`config.mk`:
```
export PLATFORM = sky130hd
export DESIGN_NAME = rns_controller
export DESIGN_NICKNAME = d
export VERILOG_FILES = /design/src/design/rns_pkg.sv /design/src/design/rns_controller.sv
export SDC_FILE = /design/constraint.sdc
export NUM_CORES = 1
export LEC_CHECK = 0
export BUFFER_PORTS_ARGS = -buffer_cell sky130_fd_sc_hd__buf_2
export CELL_PAD_IN_SITES_DETAIL_PLACEMENT = 1
export CELL_PAD_IN_SITES_GLOBAL_PLACEMENT = 2
export CORE_UTILIZATION = 27
export DETAILED_ROUTE_END_ITERATION = 8
export PLACE_DENSITY = 0.77
export SLEW_MARGIN = 20
export SYNTH_ARGS = -nofsm -noshare
export SYNTH_HDL_FRONTEND = slang
export SYNTH_SLANG_ARGS = --single-unit
export TNS_END_PERCENT = 100
```
`constraint.sdc`:
```
create_clock -name clock -period 2.9 [get_ports clock]
set_input_delay 0.145 -clock clock [delete_from_list [all_inputs] [get_ports clock]]
set_output_delay 0.145 -clock clock [all_outputs]
set_load 0.02 [all_outputs]
```
`src/design/rns_pkg.sv`:
```
// shared types and constants for the radius neighbor search block
package rns_pkg;

   // table size and the part of it that can be addressed and searched
   localparam int MAX_AGENTS   = 32;
   localparam int SEARCH_SLOTS = (MAX_AGENTS < 32) ? MAX_AGENTS : 32;
   localparam int IDX_W        = (SEARCH_SLOTS > 1) ? $clog2(SEARCH_SLOTS) : 1;

   // field widths
   localparam int SLOT_W   = 5;
   localparam int COORD_W  = 24;
   localparam int RADIUS_W = 23;
   localparam int MASK_W   = 32;
   localparam int COUNT_W  = 5;

   // arithmetic widths: difference, square, sum of squares, squared radius
   localparam int DIFF_W = COORD_W + 1;
   localparam int PROD_W = 2 * DIFF_W;
   localparam int SQ_W   = 2 * COORD_W + 1;
   localparam int SUM_W  = SQ_W + 1;
   localparam int R2_W   = 2 * RADIUS_W;

   localparam logic [RADIUS_W-1:0] RADIUS_RESET = RADIUS_W'(2560);

   // transaction kinds
   localparam logic KIND_STORE = 1'b0;
   localparam logic KIND_QUERY = 1'b1;

   // commands from controller to datapath
   typedef struct packed {
      logic             store;
      logic             load_query;
      logic             latch_query;
      logic             issue;
      logic [IDX_W-1:0] idx;
   } dp_cmd_type;

endpackage

```
`src/design/rns_controller.sv`:
```
// sequencer for store and query transactions
module rns_controller (
   input  logic               clock,
   input  logic               reset,
   input  logic               start,
   input  logic               req_kind,
   output logic               busy,
   output logic               rsp_valid,
   output rns_pkg::dp_cmd_type cmd
);
   import rns_pkg::*;

   localparam logic [2:0] S_IDLE   = 3'd0;
   localparam logic [2:0] S_FETCH  = 3'd1;
   localparam logic [2:0] S_SCAN   = 3'd2;
   localparam logic [2:0] S_DRAIN0 = 3'd3;
   localparam logic [2:0] S_DRAIN1 = 3'd4;
   localparam logic [2:0] S_DONE   = 3'd5;

   logic [2:0]       state_ff, state_in;
   logic [IDX_W-1:0] scan_ff, scan_in;
   logic             accept;
   logic             last_scan;

   assign accept    = start && (state_ff == S_IDLE);
   assign last_scan = (scan_ff == IDX_W'(SEARCH_SLOTS - 1));
   assign busy      = (state_ff != S_IDLE);
   assign rsp_valid = (state_ff == S_DONE);

   // commands to the datapath
   always_comb begin
      cmd.store       = accept && (req_kind == KIND_STORE);
      cmd.load_query  = accept && (req_kind == KIND_QUERY);
      cmd.latch_query = (state_ff == S_FETCH);
      cmd.issue       = (state_ff == S_SCAN);
      cmd.idx         = scan_ff;
   end

   // next state
   always_comb begin
      state_in = state_ff;
      scan_in  = scan_ff;
      case (state_ff)
         S_IDLE: begin
            scan_in = '0;
            if (accept && (req_kind == KIND_QUERY)) state_in = S_FETCH;
         end
         S_FETCH:  state_in = S_SCAN;
         S_SCAN: begin
            scan_in = scan_ff + 1'b1;
            if (last_scan) state_in = S_DRAIN0;
         end
         S_DRAIN0: state_in = S_DRAIN1;
         S_DRAIN1: state_in = S_DONE;
         S_DONE:   state_in = S_IDLE;
         default:  state_in = S_IDLE;
      endcase
   end

   always_ff @(posedge clock) begin
      if (reset) begin
         state_ff <= S_IDLE;
         scan_ff  <= '0;
      end else begin
         state_ff <= state_in;
         scan_ff  <= scan_in;
      end
   end

endmodule

```
==> results of run 1 <==
-- power by group through the flow --
stage,Combinational (uW),Sequential [uW],Clock [uW]
3_3_place_gp,60.1,131,0
3_5_place_dp,60.2,131,0
2_1_floorplan,54.1,122,0
6_report,59.6,129,83.9
4_1_cts,60.8,129,89.5
5_1_grt,65.6,131,100
-- worst max-delay path: stages (launching register included) --
cell and delay [ns]:
dfxtp_1 0.43, nor3_1 0.33, and3_1 0.19, buf_2 0.16
-- path summary, 6_finish.rpt --
path,end,start,slack (ns),cells after the start
max,cmd[7],state_ff[1]$_SDFFE_PP0P_,1.40,3
max reg2reg,state_ff[0]$_SDFFE_PP0P_,scan_ff[0]$_SDFFE_PP0P_,1.43,5
min reg2reg,scan_ff[4]$_SDFFE_PP0P_,scan_ff[4]$_SDFFE_PP0P_,0.48,2
min,scan_ff[2]$_SDFFE_PP0P_,reset,0.16,2
-- synth_stat cells (all sizes together), types with 2 or more instances --
cell type and count:
buf 4, nor2 4, a21oi 4, nand2 5, nor3 2, dfxtp 8
nand3b 2, nand3 4, nor3b 2, and3 2, ha 2
-- sequential cells by signal, indices dropped and copies added (netlist names) --
register  count
scan_ff       5
state_ff      3
-- layout make-up --
type / instances / area, um2 / share of cell area, %
sequential: 8 / 160.2 / 30.62
clock buffer: 3 / 22.52 / 4.306
tap: 16 / 20.02 / 3.828
timing repair buffer: 14 / 70.07 / 13.40
inverter: 1 / 3.754 / 0.7177
multi-input combinational: 38 / 246.5 / 47.13
-- metal layers --
layer  wire length (um)  track usage [%]  part of all wire (%)  up-vias
met1                498            17.65                    52      182
met3                 46            7.759                   4.8        0
met4                  0            1.875                     0        0
met2                412            15.31                    43        7
li1                   -                -                     -      206
met5                  0                0                     0        -
-- metrics by stage --
step / instance area (um2) / instances / power (uW) / hold WS, ns / util [%]
2_1_floorplan: 435.4 / 51 / 176.5 / 0.3698 / -
3_3_place_gp: 500.5 / 77 / 191.0 / 0.4343 / 33.22
3_5_place_dp: 500.5 / 77 / 191.5 / 0.4376 / 33.22
4_1_cts: 523.0 / 80 / 279.3 / 0.1670 / 34.72
5_1_grt: 523.0 / 80 / 296.5 / 0.1699 / 34.72
6_report: 523.0 / 80 / 272.6 / 0.1620 / 34.72
-- logic make-up (layout without fill, tap and decap cells) --
| logic type | count (synthesis) | count (layout) | synth area share [%] |
|---|---|---|---|
| flops | 8 | 8 | 36.78 |
| buf+inv | 5 | 18 | 6.607 |
| compound gates | 8 | 8 | 10.92 |
| fa+ha+maj | 2 | 2 | 5.746 |
| simple gates | 26 | 26 | 35.63 |
| xor+xnor | 1 | 1 | 2.012 |
| mux | 1 | 1 | 2.299 |
==> impl_metrics.env, run 1 <==
export IMPL_gr_total_overflow=0
export IMPL_cts_buffers_inserted=3
export IMPL_die_h_um=42.16
export IMPL_p_int_uw=187.9
export IMPL_avgSynthCellArea_um2=8.538
export IMPL_cts_setup_buffers=0
export IMPL_pin_count=15
export IMPL_worst_pin_slew_ns=0.4164
export IMPL_syn_inst=51
export IMPL_final_fill_count=192
export IMPL_drt_first_pass_iters=2
export IMPL_htree_levels=1
export IMPL_areaGrowthSynthToFinish_pct=20.11
export IMPL_gp_congestion=0.7335
export IMPL_yosysTopAreaCell="dfxtp_1"
export IMPL_die_area_um2=1777
export IMPL_synth_top_flop_cell="dfxtp_1"
export IMPL_start_kind="flip-flop"
export IMPL_cts_tree="yes"
export IMPL_synth_top_area_share_pct=36.78
export IMPL_drv_cap=0
export IMPL_setup_viol=0
export IMPL_async_reset_ff_share_pct=0
export IMPL_wire_per_inst_um=11.96
export IMPL_cts_root_buffer="clkbuf_4"
export IMPL_rsz0062_at_grt="no"
export IMPL_drive_above_1_share_pct=31.25
export IMPL_drtIter0Drc=6
export IMPL_clkPwrFrac_pct=30.8
export IMPL_diodes=0
export IMPL_hold_path_class="in2reg"
export IMPL_power_leakage_uw=0.0002401
export IMPL_cts_hold_buf=0
export IMPL_die_w_um=42.16
export IMPL_clock_latency_ns=0.25
export IMPL_fin_crit_sh_pct=51.87
export IMPL_clkTransAtPathRegs_ns=0.05
export IMPL_syn_nets=57
export IMPL_slew_headroom_pct=72.21
export IMPL_cp_end_kind="output pin"
export IMPL_cts_sinks=8
export IMPL_grt_max_degree=14
export IMPL_arrival_ns=1.36
export IMPL_row_count=14
export IMPL_io_buffers=14
export IMPL_hold_violations=0
export IMPL_p_seq_share_pct=47.3
export IMPL_initial_core_util_pct=28.90
export IMPL_placeableCoreArea_um2=1506
export IMPL_mostFrequentLayoutCells="buf_2, dfxtp_1, nand2_1"
export IMPL_drcViolationCount=0
export IMPL_finClkSkew_ns=0.003144
export IMPL_synth_distinct_cells=26
export IMPL_cp_max_fo=13
export IMPL_comb_power_share_pct=21.9
export IMPL_nets=72
export IMPL_fmax_mhz=664.7
export IMPL_yosysWarnings=0
export IMPL_synth_edf_count=0
export IMPL_period_needed_ns=1.504
export IMPL_grt_usage_pct=12.19
export IMPL_antenna_found_initial=0
export IMPL_syn_area_um2=435.4
export IMPL_required_ns=2.76
export IMPL_grt_pass1_wl_um=1580
export IMPL_fin_setup_tns_ns=0
export IMPL_crit_type="reg2out"
export IMPL_pre_cts_slack_ns=1.422
export IMPL_power_switching_uw=84.73
export IMPL_hpwlAfterDp_um=689.9
export IMPL_status="finished, final reports clean"
export IMPL_viasPerCell=4.938
export IMPL_ir_drop_mv=0.3284
export IMPL_antenna_left=0
export IMPL_worst_slack_ns=1.396
export IMPL_power_share_switching_pct=31.08
export IMPL_layout_commonest_cell="buf_2"
export IMPL_synth_seq_cells=8
export IMPL_cts_path_max_buffers=2
export IMPL_yosysSeqAreaShare_pct=36.78
export IMPL_finalMaxSlewViolations=0
export IMPL_routed_wl_um=957
export IMPL_synth_area_leaders="dfxtp_1, ha_1, a21oi_1"
export IMPL_vias=395
export IMPL_p_per_area_nw_per_um2=521.2
export IMPL_grt_pass1_vias=358
export IMPL_cts_resized=0
(Power assumes the default switching activity.)
==> run 2, diff against run 1 <==
--- a/config.mk
+++ b/config.mk
@@ -8,9 +8,9 @@
 export BUFFER_PORTS_ARGS = -buffer_cell sky130_fd_sc_hd__buf_2
 export CELL_PAD_IN_SITES_DETAIL_PLACEMENT = 1
 export CELL_PAD_IN_SITES_GLOBAL_PLACEMENT = 2
-export CORE_UTILIZATION = 27
+export CORE_UTILIZATION = 25
 export DETAILED_ROUTE_END_ITERATION = 8
-export PLACE_DENSITY = 0.77
+export PLACE_DENSITY = 0.72
 export SLEW_MARGIN = 20
 export SYNTH_ARGS = -nofsm -noshare
 export SYNTH_HDL_FRONTEND = slang
==> constraint.sdc (replaced) <==
create_clock -name clock -period 1.51 [get_ports clock]
set_input_delay 0.0755 -clock clock [delete_from_list [all_inputs] [get_ports clock]]
set_output_delay 0.0755 -clock clock [all_outputs]
set_load 0.02 [all_outputs]
==> impl_metrics.env, run 2 (synthesis results as in run 1) <==
export IMPL_status="finished, final reports clean"
export IMPL_biggestRegsByFlops="scan_ff (5), state_ff (3)"
export IMPL_required_ns=1.65
export IMPL_grt_max_degree=13
export IMPL_nets=74
export IMPL_row_count=14
export IMPL_pre_cts_slack_ns=0.1101
export IMPL_cts_resized=0
export IMPL_drv_cap=0
export IMPL_cts_sinks=8
export IMPL_antenna_found_initial=0
export IMPL_hold_path_class="in2reg"
export IMPL_p_per_area_nw_per_um2=988.3
export IMPL_die_w_um=43.74
export IMPL_antenna_left=0
export IMPL_rsz0062_at_grt="no"
export IMPL_mostFrequentLayoutCells="buf_2, dfxtp_1, nand2_1"
export IMPL_drive_above_1_share_pct=34.85
export IMPL_cts_hold_buf=0
export IMPL_cp_end_kind="flip-flop"
export IMPL_worst_pin_slew_ns=0.4143
export IMPL_routed_wl_um=1017
export IMPL_fmax_mhz=710.5
export IMPL_initial_core_util_pct=27.93
export IMPL_setup_viol=0
export IMPL_die_area_um2=1913
export IMPL_die_h_um=43.74
export IMPL_cts_buffers_inserted=3
export IMPL_viasPerCell=5.000
export IMPL_finalMaxSlewViolations=0
export IMPL_seqCellArea_um2=160.2
export IMPL_start_kind="flip-flop"
export IMPL_arrival_ns=1.55
export IMPL_hpwlAfterDp_um=756.3
export IMPL_regMostFlops="scan_ff"
export IMPL_worst_slack_ns=0.1026
export IMPL_cp_max_fo=4
export IMPL_cts_setup_buffers=0
export IMPL_multi_input_area_um2=252.7
export IMPL_fin_crit_sh_pct=93.20
export IMPL_io_buffers=14
export IMPL_layout_commonest_cell="buf_2"
export IMPL_drcViolationCount=0
export IMPL_htree_levels=1
export IMPL_vias=410
export IMPL_drt_first_pass_iters=4
export IMPL_cts_tree="yes"
export IMPL_grt_pass1_vias=405
export IMPL_wire_per_inst_um=12.40
export IMPL_clkTransAtPathRegs_ns=0.05
export IMPL_period_needed_ns=1.407
export IMPL_finClkSkew_ns=0.001614
export IMPL_cts_path_max_buffers=2
export IMPL_grt_usage_pct=13.72
export IMPL_ir_drop_mv=0.5902
export IMPL_gp_congestion=0.7010
export IMPL_reg2reg_slack_ns=0.10
export IMPL_pin_count=15
export IMPL_grt_pass1_wl_um=1787
export IMPL_largest_reg_flops=5
export IMPL_slew_headroom_pct=72.34
export IMPL_areaGrowthSynthToFinish_pct=25.00
export IMPL_cts_root_buffer="clkbuf_4"
export IMPL_drtIter0Drc=8
export IMPL_diodes=0
export IMPL_hold_violations=0
export IMPL_final_fill_count=195
export IMPL_placeableCoreArea_um2=1559
export IMPL_crit_type="reg2reg"
export IMPL_gr_total_overflow=0
export IMPL_fin_setup_tns_ns=0
export IMPL_power_leakage_uw=0.0002519
export IMPL_clock_latency_ns=0.25
run 2: cell types whose count changed in the layout (fill, tap and decap cells not counted):
| cell | before | now |
|---|---|---|
| a2111oi_0 | 1 | 0 |
| nor3_1 | 2 | 1 |
| nor3_2 | 0 | 1 |
| buf_4 | 0 | 2 |
| a2111oi_1 | 0 | 1 |
run 2: final cells by class:
cell class / count / share of cell area (%)
clock buffer: 3 / 4.138
inverter: 1 / 0.6897
multi-input combinational: 38 / 46.44
sequential: 8 / 29.43
tap: 16 / 3.678
timing repair buffer: 16 / 15.63
run 2: where the power goes:
part	switching, uW	internal [uW]	leakage (uW)
clock network	70.9	90.8	0.0000138
logic	80.8	58.5	0.000173
registers	15.6	221	0.0000648
run 2: worst max-delay path: stages (launching register included):
cell and delay [ns]:
dfxtp_1 0.37, ha_1 0.21, and3_1 0.17, ha_1 0.14, nand2b_1 0.05, a2111oi_1 0.36
run 2: worst paths after layout:
kind | from | endpoint | depth (start not counted)
setup reg to reg | scan_ff[1]$_SDFFE_PP0P_ | state_ff[0]$_SDFFE_PP0P_ | 5
setup / recovery | scan_ff[1]$_SDFFE_PP0P_ | state_ff[0]$_SDFFE_PP0P_ | 5
hold reg to reg | scan_ff[4]$_SDFFE_PP0P_ | scan_ff[4]$_SDFFE_PP0P_ | 2
hold / removal | reset | state_ff[2]$_SDFFE_PP0P_ | 2
run 2: layer usage:
metal	wire (um)	vias up	GRT usage [%]
li1	-	210	-
met1	484	189	16.45
met2	471	9	19.40
met3	41	2	6.250
met4	19	0	9.375
met5	0	-	0
run 2: through the flow:
step | std cells | utilization (%) | cell area (um2) | hold slack, ns | total power, uW
final | 82 | 34.91 | 544.3 | 0.09653 | 537.9
after global routing | 82 | 34.91 | 544.3 | 0.1190 | 575.8
after CTS | 82 | 34.51 | 538.0 | 0.1020 | 547.0
after detailed placement | 79 | 33.07 | 515.5 | 0.3761 | 379.0
after global placement | 79 | 33.07 | 515.5 | 0.3667 | 376.8
after floorplan | 51 | - | 435.4 | 0.2308 | 339.0
==> run 3, diff against run 2 <==
--- a/config.mk
+++ b/config.mk
@@ -7,10 +7,11 @@
 export LEC_CHECK = 0
 export BUFFER_PORTS_ARGS = -buffer_cell sky130_fd_sc_hd__buf_2
 export CELL_PAD_IN_SITES_DETAIL_PLACEMENT = 1
-export CELL_PAD_IN_SITES_GLOBAL_PLACEMENT = 2
-export CORE_UTILIZATION = 25
+export CELL_PAD_IN_SITES_GLOBAL_PLACEMENT = 1
+export CORE_UTILIZATION = 32
 export DETAILED_ROUTE_END_ITERATION = 8
-export PLACE_DENSITY = 0.72
+export HOLD_SLACK_MARGIN = 0.12
+export PLACE_DENSITY = 0.73
 export SLEW_MARGIN = 20
 export SYNTH_ARGS = -nofsm -noshare
 export SYNTH_HDL_FRONTEND = slang
==> impl_metrics.env, run 3 (synthesis results as in run 1) <==
export IMPL_cts_path_max_buffers=2
export IMPL_fin_crit_sh_pct=92.92
export IMPL_pin_count=15
export IMPL_grt_pass1_vias=359
export IMPL_nets=74
export IMPL_drv_cap=0
export IMPL_drcViolationCount=0
export IMPL_largest_reg_flops=5
export IMPL_drtIter0Drc=7
export IMPL_routed_wl_um=939
export IMPL_row_count=12
export IMPL_layout_commonest_cell="buf_2"
export IMPL_mostFrequentLayoutCells="buf_2, dfxtp_1, nand2_1"
export IMPL_antenna_left=0
export IMPL_rsz0062_at_grt="no"
export IMPL_crit_type="reg2out"
export IMPL_finClkSkew_ns=0.004687
export IMPL_slowest_stage="dfxtp_1"
export IMPL_die_area_um2=1512
export IMPL_drive_above_1_share_pct=36.36
export IMPL_slew_headroom_pct=72.19
export IMPL_power_uw=535.5
export IMPL_arrival_ns=1.33
export IMPL_hold_path_class="in2reg"
export IMPL_power_leakage_uw=0.0002521
export IMPL_p_seq_share_pct=46.2
export IMPL_multi_input_area_um2=257.7
export IMPL_p_int_uw=371.2
export IMPL_crit_buf_inv=2
export IMPL_final_fill_count=149
export IMPL_path_delay_family="flip-flops"
export IMPL_worst_pin_slew_ns=0.4166
export IMPL_biggestRegsByFlops="scan_ff (5), state_ff (3)"
export IMPL_grt_max_degree=12
export IMPL_clkTransAtPathRegs_ns=0.05
export IMPL_grt_usage_pct=15.63
export IMPL_setup_viol=0
export IMPL_max_stage_delay_ns=0.52
export IMPL_areaGrowthSynthToFinish_pct=26.44
export IMPL_cts_setup_buffers=0
export IMPL_grt_pass1_wl_um=1524
export IMPL_htree_levels=1
export IMPL_cts_sinks=8
export IMPL_status="finished, final reports clean"
export IMPL_path_cells="buf_4 > and3b_2 > buf_2"
export IMPL_hold_violations=0
export IMPL_whs_ns=0.3205
export IMPL_hpwlAfterDp_um=710.4
export IMPL_placeableCoreArea_um2=1186
export IMPL_period_needed_ns=1.403
export IMPL_cp_max_fo=9
export IMPL_vias=412
export IMPL_required_ns=1.43
export IMPL_drt_first_pass_iters=3
export IMPL_comb_power_share_pct=24.3
export IMPL_start_kind="flip-flop"
export IMPL_finalMaxSlewViolations=0
export IMPL_die_h_um=38.89
export IMPL_ir_drop_mv=0.4163
export IMPL_diodes=0
export IMPL_gp_congestion=0.6661
export IMPL_antenna_found_initial=0
export IMPL_power_switching_uw=164.3
export IMPL_die_w_um=38.89
export IMPL_gr_total_overflow=0
export IMPL_final_core_util_pct=46.41
export IMPL_fmax_mhz=712.7
export IMPL_seqCellArea_um2=161.4
export IMPL_initial_core_util_pct=36.71
export IMPL_wire_per_inst_um=11.74
export IMPL_cts_tree="yes"
export IMPL_clkPwrFrac_pct=29.6
export IMPL_clock_latency_ns=0.25
export IMPL_viasPerCell=5.150
export IMPL_fin_setup_tns_ns=0
export IMPL_io_buffers=14
export IMPL_cts_root_buffer="clkbuf_4"
export IMPL_regMostFlops="scan_ff"
export IMPL_p_per_area_nw_per_um2=972.7
export IMPL_power_share_switching_pct=30.69
export IMPL_cts_buffers_inserted=3
export IMPL_cp_end_kind="output pin"
## run 3: layout make-up
class | instances | share of cell area, %
Tap cell | 14 | 3.182
Timing Repair Buffer | 16 | 15.91
Sequential cell | 8 | 29.32
Clock buffer | 3 | 4.091
Inverter | 1 | 0.6818
Multi-Input combinational cell | 38 | 46.82
## run 3: worst reg2reg max path: stages, from the launching register on
cell     delay (ns)
dfxtp_1        0.52
nor3b_4        0.30
or3b_1         0.36
a31oi_1        0.12
## run 3: per-layer routing
layer	GRT usage (%)	wire, um
met1	18.34	456
met4	7.759	14
met3	8.671	46
met5	0	0
met2	22.50	422
## run 3: final timing paths
| path | start | to | slack [ns] | depth (start not counted) |
|---|---|---|---|---|
| max | state_ff[1]$_SDFFE_PP0P_ | rsp_valid | 0.11 | 3 |
| min | start | state_ff[0]$_SDFFE_PP0P_ | 0.32 | 3 |
| max reg2reg | state_ff[1]$_SDFFE_PP0P_ | scan_ff[3]$_SDFFE_PP0P_ | 0.13 | 3 |
| min reg2reg | scan_ff[4]$_SDFFE_PP0P_ | scan_ff[4]$_SDFFE_PP0P_ | 0.49 | 2 |
## run 3: power by group through the flow
stage               Sequential [uW]  Clock [uW]  Combinational (uW)
finish                          247         158                 130
global route                    250         182                 141
CTS                             244         165                 127
detailed placement              249           0                 124
global placement                248           0                 122
floorplan                       235           0                 104
## run 3: through the flow
stage	setup slack, ns	std cells	instance area, um2
3_3_place_gp	0.1544	76	505.5
2_1_floorplan	0.05009	51	435.4
5_1_grt	0.003331	80	550.5
6_report	0.1069	80	550.5
4_1_cts	0.05103	80	538.0
3_5_place_dp	0.08054	76	505.5
## run 3: what timing repair did
action | CTS | global route
hold endpoints to repair | 7 | 0
endpoints found under the setup margin | 0 | 3
hold buffers | 1 | 0
resized for setup | 0 | 4
